### src/rtl/pireg_pkg.sv
// shared constants, types and saturation helpers for the pi regulator
`timescale 1ns / 1ps

package pireg_pkg;

  localparam int DATA_WIDTH = 32;
  localparam int FRAC_BITS  = 16;
  localparam int GAIN_W     = 31;
  localparam int DT_W       = 16;
  localparam int MUL_A_W    = 48;
  localparam int MUL_B_W    = 32;
  localparam int PROD_W     = MUL_A_W + 1 + MUL_B_W;
  localparam int DIV_W      = 63;
  localparam int CNT_W      = 6;
  localparam int WIDE_W     = 66;
  localparam int CFG_IDX_W  = 2;

  localparam logic [CFG_IDX_W-1:0] CFG_KP    = 2'd0;
  localparam logic [CFG_IDX_W-1:0] CFG_KI    = 2'd1;
  localparam logic [CFG_IDX_W-1:0] CFG_BOUND = 2'd2;
  localparam logic [CFG_IDX_W-1:0] CFG_G     = 2'd3;

  localparam logic REQ_UPDATE   = 1'b0;
  localparam logic REQ_RESIDUAL = 1'b1;

  localparam logic STATUS_OK     = 1'b0;
  localparam logic STATUS_REJECT = 1'b1;

  typedef enum logic [3:0] {
    ST_IDLE = 4'b0001,
    ST_MUL  = 4'b0010,
    ST_DIV  = 4'b0100,
    ST_DONE = 4'b1000
  } state_e;

  typedef enum logic [2:0] {
    OP_ED = 3'd0,
    OP_KE = 3'd1,
    OP_KC = 3'd2,
    OP_KI = 3'd3,
    OP_GR = 3'd4,
    OP_PD = 3'd5
  } op_e;

  // saturate a wide signed value to the data width
  function automatic logic signed [DATA_WIDTH-1:0] sat_dw(input logic signed [WIDE_W-1:0] x);
    logic signed [WIDE_W-1:0] hi;
    logic signed [WIDE_W-1:0] lo;
    hi = signed'((WIDE_W'(1) << (DATA_WIDTH - 1)) - WIDE_W'(1));
    lo = -hi - WIDE_W'(1);
    if (x > hi) return DATA_WIDTH'(hi);
    if (x < lo) return DATA_WIDTH'(lo);
    return DATA_WIDTH'(x);
  endfunction

  // clamp to plus or minus the integral bound
  function automatic logic signed [DATA_WIDTH-1:0] clamp_bound(
    input logic signed [DATA_WIDTH-1:0] x, input logic [GAIN_W-1:0] b);
    logic signed [DATA_WIDTH:0] xs;
    logic signed [DATA_WIDTH:0] bp;
    logic signed [DATA_WIDTH:0] bn;
    xs = (DATA_WIDTH+1)'(x);
    bp = signed'({2'b00, b});
    bn = -bp;
    if (xs < bn) return DATA_WIDTH'(bn);
    if (xs > bp) return DATA_WIDTH'(bp);
    return x;
  endfunction

endpackage

### src/rtl/pi_regulator_with_anti_windup.sv
// pi regulator axis with conditional integration and back-calculation
//
//  channel | direction | handshake             | payload
//  cfg     | in        | cfg_we_i              | cfg_index_i, cfg_data_i
//  in      | in        | in_valid_i/in_stall_o | req_type_i and six value fields
//  out     | out       | out_valid_o/out_stall_i | effort, integral, status
//
// one transaction at a time; products come from a bit-serial shift-add multiplier
// and the division from a restoring divider (63 quotient bits, one per cycle).
// an update takes 4 products, a residual 2 products and a division; rejected
// items and residuals with zero ki skip the arithmetic and go straight to done.
// while the output is stalled the result is held.
// reset clears the integral, the gains and the control state.
// in_stall_o is high from acceptance until the result transaction completes.
`timescale 1ns / 1ps

module pi_regulator_with_anti_windup import pireg_pkg::*; (
  input  logic                         clk_i,
  input  logic                         rst_ni,
  input  logic                         cfg_we_i,
  input  logic [CFG_IDX_W-1:0]         cfg_index_i,
  input  logic [GAIN_W-1:0]            cfg_data_i,
  input  logic                         in_valid_i,
  output logic                         in_stall_o,
  input  logic                         req_type_i,
  input  logic signed [DATA_WIDTH-1:0] error_value_i,
  input  logic signed [DATA_WIDTH-1:0] feedforward_value_i,
  input  logic [GAIN_W-1:0]            upper_total_limit_i,
  input  logic [GAIN_W-1:0]            lower_total_limit_i,
  input  logic [DT_W-1:0]              step_time_i,
  input  logic signed [DATA_WIDTH-1:0] residual_value_i,
  output logic                         out_valid_o,
  input  logic                         out_stall_i,
  output logic signed [DATA_WIDTH-1:0] effort_value_o,
  output logic signed [DATA_WIDTH-1:0] integral_value_o,
  output logic                         status_code_o
);

  state_e state_q, state_d;
  op_e    op_q, op_d;

  logic [GAIN_W-1:0] kp_q, ki_q, bound_q, g_q;

  logic                         typ_q, typ_d;
  logic signed [DATA_WIDTH-1:0] err_q, err_d, ff_q, ff_d;
  logic [GAIN_W-1:0]            up_q, up_d, low_q, low_d;
  logic [DT_W-1:0]              dt_q, dt_d;

  logic signed [DATA_WIDTH-1:0] intg_q, intg_d, cand_q, cand_d, pterm_q, pterm_d;
  logic signed [DATA_WIDTH-1:0] effort_q, effort_d;
  logic                         status_q, status_d;

  logic signed [MUL_A_W-1:0] mul_a_q, mul_a_d;
  logic signed [MUL_A_W:0]   mul_hi_q, mul_hi_d;
  logic [MUL_B_W-1:0]        mul_lo_q, mul_lo_d;
  logic [CNT_W-1:0]          cnt_q, cnt_d;

  logic [DIV_W-1:0]  dvd_q, dvd_d;
  logic [GAIN_W-1:0] rem_q, rem_d;
  logic              neg_q, neg_d;

  // multiplier datapath
  logic signed [MUL_A_W:0]   msum;
  logic signed [PROD_W-1:0]  prod;
  logic signed [DATA_WIDTH-1:0] mres;
  logic signed [63:0]        num;
  logic [63:0]               mag;

  // divider datapath
  logic [GAIN_W:0]   trial;
  logic              ge;

  // misc results
  logic signed [DATA_WIDTH-1:0] fb, total, eff, inew;
  logic signed [DATA_WIDTH+1:0] eff34, lo_fb, hi_fb, ec;
  logic signed [WIDE_W-1:0]     qw;
  logic                         wind;
  logic                         bad;

  assign msum = mul_hi_q + (mul_lo_q[0] ? {mul_a_q[MUL_A_W-1], mul_a_q} : '0);
  assign prod = signed'({mul_hi_q, mul_lo_q});
  assign mres = sat_dw(WIDE_W'(signed'(prod[PROD_W-1:FRAC_BITS])));
  assign num  = signed'(prod[63:0]);
  assign mag  = num[63] ? 64'(-num) : 64'(num);
  assign trial = {rem_q, dvd_q[DIV_W-1]};
  assign ge    = trial >= {1'b0, ki_q};

  // configuration registers
  always_ff @(posedge clk_i or negedge rst_ni) begin
    if (!rst_ni) begin
      kp_q    <= '0;
      ki_q    <= '0;
      bound_q <= '0;
      g_q     <= '0;
    end else if (cfg_we_i) begin
      unique case (cfg_index_i)
        CFG_KP:    kp_q    <= cfg_data_i;
        CFG_KI:    ki_q    <= cfg_data_i;
        CFG_BOUND: bound_q <= cfg_data_i;
        CFG_G:     g_q     <= cfg_data_i;
        default:   ;
      endcase
    end
  end

  // sequencer and serial arithmetic
  always_comb begin
    state_d  = state_q;
    op_d     = op_q;
    typ_d    = typ_q;
    err_d    = err_q;
    ff_d     = ff_q;
    up_d     = up_q;
    low_d    = low_q;
    dt_d     = dt_q;
    intg_d   = intg_q;
    cand_d   = cand_q;
    pterm_d  = pterm_q;
    effort_d = effort_q;
    status_d = status_q;
    mul_a_d  = mul_a_q;
    mul_hi_d = mul_hi_q;
    mul_lo_d = mul_lo_q;
    cnt_d    = cnt_q;
    dvd_d    = dvd_q;
    rem_d    = rem_q;
    neg_d    = neg_q;
    fb       = '0;
    total    = '0;
    eff      = '0;
    inew     = '0;
    eff34    = '0;
    lo_fb    = '0;
    hi_fb    = '0;
    ec       = '0;
    qw       = '0;
    wind     = 1'b0;
    bad      = 1'b0;

    unique case (state_q)
      ST_IDLE: begin
        if (in_valid_i) begin
          typ_d    = req_type_i;
          err_d    = error_value_i;
          ff_d     = feedforward_value_i;
          up_d     = upper_total_limit_i;
          low_d    = lower_total_limit_i;
          dt_d     = step_time_i;
          effort_d = '0;
          status_d = STATUS_OK;
          mul_hi_d = '0;
          cnt_d    = '0;
          if (req_type_i == REQ_UPDATE) begin
            bad = (step_time_i == '0) || (upper_total_limit_i == '0) ||
                  (lower_total_limit_i == '0);
            if (bad) begin
              status_d = STATUS_REJECT;
              state_d  = ST_DONE;
            end else begin
              op_d     = OP_ED;
              mul_a_d  = MUL_A_W'(error_value_i);
              mul_lo_d = MUL_B_W'(step_time_i);
              state_d  = ST_MUL;
            end
          end else begin
            if (step_time_i == '0) begin
              status_d = STATUS_REJECT;
              state_d  = ST_DONE;
            end else if (ki_q == '0) begin
              state_d = ST_DONE;
            end else begin
              op_d     = OP_GR;
              mul_a_d  = MUL_A_W'(residual_value_i);
              mul_lo_d = MUL_B_W'(g_q);
              state_d  = ST_MUL;
            end
          end
        end
      end

      ST_MUL: begin
        if (cnt_q != CNT_W'(MUL_B_W)) begin
          // one shift-add step per cycle
          mul_hi_d = msum >>> 1;
          mul_lo_d = {msum[0], mul_lo_q[MUL_B_W-1:1]};
          cnt_d    = cnt_q + CNT_W'(1);
        end else begin
          mul_hi_d = '0;
          cnt_d    = '0;
          unique case (op_q)
            OP_ED: begin
              cand_d   = clamp_bound(sat_dw(WIDE_W'(intg_q) + WIDE_W'(mres)), bound_q);
              op_d     = OP_KE;
              mul_a_d  = MUL_A_W'(err_q);
              mul_lo_d = MUL_B_W'(kp_q);
            end
            OP_KE: begin
              pterm_d  = mres;
              op_d     = OP_KC;
              mul_a_d  = MUL_A_W'(cand_q);
              mul_lo_d = MUL_B_W'(ki_q);
            end
            OP_KC: begin
              // conditional integration
              fb    = sat_dw(WIDE_W'(pterm_q) + WIDE_W'(mres));
              total = sat_dw(WIDE_W'(ff_q) + WIDE_W'(fb));
              wind  = ((WIDE_W'(total) > signed'(WIDE_W'(up_q))) && (err_q > 0)) ||
                      ((WIDE_W'(total) < -signed'(WIDE_W'(low_q))) && (err_q < 0));
              inew  = wind ? intg_q : cand_q;
              intg_d   = inew;
              op_d     = OP_KI;
              mul_a_d  = MUL_A_W'(inew);
              mul_lo_d = MUL_B_W'(ki_q);
            end
            OP_KI: begin
              // clamp so feedforward plus effort stays in limits
              eff   = sat_dw(WIDE_W'(pterm_q) + WIDE_W'(mres));
              eff34 = (DATA_WIDTH+2)'(eff);
              lo_fb = -signed'((DATA_WIDTH+2)'(low_q)) - (DATA_WIDTH+2)'(ff_q);
              hi_fb = signed'((DATA_WIDTH+2)'(up_q)) - (DATA_WIDTH+2)'(ff_q);
              if (eff34 < lo_fb) ec = lo_fb;
              else if (eff34 > hi_fb) ec = hi_fb;
              else ec = eff34;
              effort_d = sat_dw(WIDE_W'(ec));
              state_d  = ST_DONE;
            end
            OP_GR: begin
              op_d     = OP_PD;
              mul_a_d  = signed'(prod[MUL_A_W+FRAC_BITS-1:FRAC_BITS]);
              mul_lo_d = MUL_B_W'(dt_q);
            end
            OP_PD: begin
              neg_d   = num[63];
              dvd_d   = mag[DIV_W-1:0];
              rem_d   = '0;
              state_d = ST_DIV;
            end
            default: state_d = ST_DONE;
          endcase
        end
      end

      ST_DIV: begin
        if (cnt_q != CNT_W'(DIV_W)) begin
          // one restoring quotient bit per cycle
          rem_d = ge ? GAIN_W'(trial - {1'b0, ki_q}) : trial[GAIN_W-1:0];
          dvd_d = {dvd_q[DIV_W-2:0], ge};
          cnt_d = cnt_q + CNT_W'(1);
        end else begin
          cnt_d   = '0;
          qw      = WIDE_W'(dvd_q);
          if (neg_q) qw = -qw;
          intg_d  = clamp_bound(sat_dw(WIDE_W'(intg_q) - qw), bound_q);
          state_d = ST_DONE;
        end
      end

      ST_DONE: begin
        if (!out_stall_i) state_d = ST_IDLE;
      end

      default: state_d = ST_IDLE;
    endcase
  end

  // control state
  always_ff @(posedge clk_i or negedge rst_ni) begin
    if (!rst_ni) begin
      state_q <= ST_IDLE;
      op_q    <= OP_ED;
      cnt_q   <= '0;
      intg_q  <= '0;
    end else begin
      state_q <= state_d;
      op_q    <= op_d;
      cnt_q   <= cnt_d;
      intg_q  <= intg_d;
    end
  end

  // payload and datapath registers
  always_ff @(posedge clk_i) begin
    typ_q    <= typ_d;
    err_q    <= err_d;
    ff_q     <= ff_d;
    up_q     <= up_d;
    low_q    <= low_d;
    dt_q     <= dt_d;
    cand_q   <= cand_d;
    pterm_q  <= pterm_d;
    effort_q <= effort_d;
    status_q <= status_d;
    mul_a_q  <= mul_a_d;
    mul_hi_q <= mul_hi_d;
    mul_lo_q <= mul_lo_d;
    dvd_q    <= dvd_d;
    rem_q    <= rem_d;
    neg_q    <= neg_d;
  end

  // ports
  assign in_stall_o       = state_q != ST_IDLE;
  assign out_valid_o      = state_q == ST_DONE;
  assign effort_value_o   = effort_q;
  assign integral_value_o = intg_q;
  assign status_code_o    = status_q;

  // checks
  a_state_onehot: assert property (@(posedge clk_i) disable iff (!rst_ni)
    $onehot(state_q)) else $error("sequencer state not one-hot");

  a_reject_zero_effort: assert property (@(posedge clk_i) disable iff (!rst_ni)
    (out_valid_o && status_code_o == STATUS_REJECT) |-> effort_value_o == '0)
    else $error("rejected transaction with nonzero effort");

  a_residual_zero_effort: assert property (@(posedge clk_i) disable iff (!rst_ni)
    (out_valid_o && typ_q == REQ_RESIDUAL) |-> effort_value_o == '0)
    else $error("residual transaction with nonzero effort");

  a_reject_keeps_integral: assert property (@(posedge clk_i) disable iff (!rst_ni)
    (state_q == ST_IDLE && in_valid_i && req_type_i == REQ_RESIDUAL &&
     step_time_i == '0) |=> $stable(intg_q))
    else $error("rejected residual changed the integral");

endmodule
### config.mk
export PLATFORM = sky130hd
export DESIGN_NAME = pi_regulator_with_anti_windup
export DESIGN_NICKNAME = d
export VERILOG_FILES = /design/src/rtl/pireg_pkg.sv /design/src/rtl/pi_regulator_with_anti_windup.sv
export SDC_FILE = /design/constraint.sdc
export NUM_CORES = 2
export LEC_CHECK = 0
export ABC_AREA = 1
export BUFFER_PORTS_ARGS = -buffer_cell sky130_fd_sc_hd__clkbuf_2
export CAP_MARGIN = 0
export CORE_MARGIN = 2
export CORE_UTILIZATION = 30
export DETAILED_ROUTE_END_ITERATION = 7
export HOLD_SLACK_MARGIN = 0.05
export PLACE_DENSITY = 0.49
export SYNTH_ARGS = -nofsm -noshare
export SYNTH_HDL_FRONTEND = slang
export SYNTH_SLANG_ARGS = --single-unit
### constraint.sdc
create_clock -name clk_i -period 7.89 [get_ports clk_i]
set_input_delay 0 -clock clk_i [delete_from_list [all_inputs] [get_ports clk_i]]
set_output_delay 0 -clock clk_i [all_outputs]
set_load 0.1 [all_outputs]
==> impl_metrics.env <==
export IMPL_yosysTopAreaCell="edfxtp_1"
export IMPL_io_buffers=279
export IMPL_crit_path_frequent_cell="nand2_4"
export IMPL_numCtsBuffers=77
export IMPL_synth_cell_types=70
export IMPL_end_kind="flop"
export IMPL_grt_pass1_vias=67000
export IMPL_worst_path_max_fanout=8
export IMPL_cpPeakStageDelay_ns=0.45
export IMPL_cts_tree="yes"
export IMPL_initial_utilization_pct=30.2
export IMPL_fin_skew_ns=0.0403
export IMPL_worstSkewPairLatency_ns=0.74
export IMPL_nets=11200
export IMPL_dp_slack_ns=-1.93
export IMPL_fin_crit_ns=8.36
export IMPL_synth_async_reset_ratio_pct=26.8
export IMPL_grt_use_total_pct=29.2
export IMPL_detailedRoute_firstPassIterationCount=6
export IMPL_fmax_mhz=120
export IMPL_area_growth_pct=47.9
export IMPL_postPlaceCellArea_sq_mm=0.0736
export IMPL_outcome="complete, but fails checks"
export IMPL_finalMaxSlewViolations=0
export IMPL_synth_area_leaders="edfxtp_1, ha_1, nand2_1"
export IMPL_netlist_instances=8382
export IMPL_seq_area_frac_synth_pct=30.4
export IMPL_wl_per_cell_um=23.6
export IMPL_synth_edf_count=462
export IMPL_hold_class="input port to flop"
export IMPL_vias=68100
export IMPL_setup_violations=80
export IMPL_worst_pin_slew_ns=1.13
export IMPL_place_congestion=1.02
export IMPL_cts_root_buf="clkbuf_16"
export IMPL_synth_most_common_cell="nand2_1"
export IMPL_rsz0062_at_grt="yes"
export IMPL_grt_first_pass_wirelength_um=441000
export IMPL_dp_hpwl_um=247000
export IMPL_maxCapViolations=0
export IMPL_path_class="flop to flop"
export IMPL_syn_area_per_cell_sq_um=7.10
export IMPL_cp_required_ns=8.49
export IMPL_fin_area_sq_mm=0.0881
export IMPL_finalCritPeriodShare_pct=106
export IMPL_ys_top_cells_by_count="nand2_1, inv_1, a21oi_1, nor2_1, o21ai_0"
export IMPL_row_count=163
export IMPL_dieArea_sq_mm=0.202
export IMPL_grt_max_degree=147
export IMPL_finalHoldViolations=0
export IMPL_die_width_um=450
export IMPL_slew_limit_headroom_pct=24.1
export IMPL_clk_path_buf_depth=3
export IMPL_r2r_slack_ns=-0.47
export IMPL_ant_nets=0
export IMPL_overflow=0
export IMPL_yosysWarnings=0
export IMPL_viasPerCell=5.21
export IMPL_core_sq_mm=0.197
export IMPL_antenna_found_initial=6
export IMPL_cts_sinks=631
export IMPL_routed_wl_um=307000
export IMPL_critPathArrivalTime_ns=8.95
export IMPL_violations="setup timing"
export IMPL_setup_slack_ns=-0.466
export IMPL_synthesis_area_sq_mm=0.0596
export IMPL_slowest_stage="edfxtp_1"
export IMPL_postSynthNetCount=9215
export IMPL_fin_util_pct=44.7
export IMPL_clkTransAtPathRegs_ns=0.07
export IMPL_ios=280
export IMPL_remaining_drc_errors=0
export IMPL_dr_first_iter_drc_count=5845
export IMPL_yosysTopAreaCellShare_pct=23.3
export IMPL_ys_flop_type="edfxtp_1"
export IMPL_ys_ff_latch=631
export IMPL_die_h_um=450
export IMPL_htree_levels=3
export IMPL_startpoint_type="flop"
export IMPL_layout_drive_gt1_share_pct=29.3
-- per-stage QoR --
stage / TNS [ns] / hold slack, ns / std cells
after CTS: -27.99 / 0.0503 / 13000
after detailed placement: -127.34 / 0.00569 / 12400
final: -27.33 / 0.0566 / 13100
after global routing: -61.50 / 0.0600 / 13100
after floorplan: 0 / -0.296 / 8382
after global placement: -124.48 / -0.00426 / 12400
-- cells in the final DEF, fill, tap and decap left out, types with 46 or more instances in the layout --
cell type	instances
a21oi_1	580
a21oi_2	100
buf_12	46
buf_4	1385
buf_6	52
clkbuf_16	80
clkbuf_2	278
dfrtp_1	168
dlygate4sd3_1	344
edfxtp_1	462
ha_1	512
ha_4	95
inv_1	1032
inv_2	62
nand2_1	1725
nand2_2	216
nand2_4	80
nand3_1	281
nand3_2	92
nand4_1	142
nor2_1	607
nor2_2	58
nor2_4	47
nor3_1	104
nor4_1	74
o211ai_1	67
o21ai_0	526
o21ai_1	79
o21ai_2	89
o21ai_4	51
xnor2_1	96
xor2_1	210
-- area by class of cell --
class / count / area [sq um]
inverters: 1104 / 4170
multi-input cells: 6411 / 42700
fillers: 19900 / 109000
repair inverters: 1 / 7.51
diodes: 1 / 2.50
flip-flops and latches: 631 / 18100
clock buffers: 98 / 2120
repair buffers: 2128 / 17200
clock inverters: 39 / 488
well taps: 2640 / 3300
-- flip-flops by register name, indices dropped and copies added (netlist names), 4 cells and up --
name and flops:
bound_q 31, cand_q 32, cnt_q 6, dt_q 16, dvd_q 63, effort_value_o 32
err_q 32, ff_q 32, g_q 31, integral_value_o 32, ki_q 31, kp_q 31
low_q 31, mul_a_q 48, mul_hi_q 48, mul_lo_q 32, pterm_q 32, rem_q 31
state_q 4, up_q 31
-- per-layer routing --
layer	GRT usage (%)	wire length, um
met4	18.4	24300
met3	3.71	16300
met2	49.4	145000
met5	0	39
met1	35.0	122000
-- logic make-up (layout without fill, tap and decap cells) --
| kind of cell | after synthesis | in the layout | share of synthesized area [%] |
|---|---|---|---|
| compound gates | 1852 | 1852 | 17.4 |
| xor+xnor | 327 | 327 | 4.82 |
| fa+ha+maj | 620 | 620 | 13.1 |
| buf+inv | 1342 | 3370 | 8.54 |
| flops | 631 | 631 | 30.4 |
| mux | 1 | 1 | 0.0168 |
| other cells | 0 | 1 | 0 |
| simple gates | 3609 | 3611 | 25.7 |
-- timing repair --
action | CTS | global route
gates resized for setup | 936 | 640
endpoints found under the hold margin | 437 | 0
hold buffers | 345 | 0
pin swaps | 233 | 295
setup endpoints to repair | 112 | 112
gates cloned | 18 | 2
setup buffers | 125 | 85
-- final timing paths --
kind                                         start  depth (start not counted)                   end
max in group asynchronous                   rst_ni                          5  integral_value_o[16]
min                        feedforward_value_i[30]                          2              ff_q[30]
min reg2reg                                g_q[15]                          2               g_q[15]
max                                   mul_hi_q[22]                         55  integral_value_o[15]
max reg2reg                           mul_hi_q[22]                         55  integral_value_o[15]
min in group asynchronous                   rst_ni                          4              ki_q[13]
-- worst max-delay path, delay by kind of cell, from the launching register on --
kind / cells / cell delay [ns]
and+or+nand+nor: 25 / 2.33
buffers and inverters: 15 / 1.94
AOI/OAI and AO/OA: 12 / 2.50
adders and majority gates: 3 / 0.90
DFF: 1 / 0.45
Power is left out: the tool's default activity adds up to more than one toggle a clock period on the data nets, which glitch-free logic cannot reach.
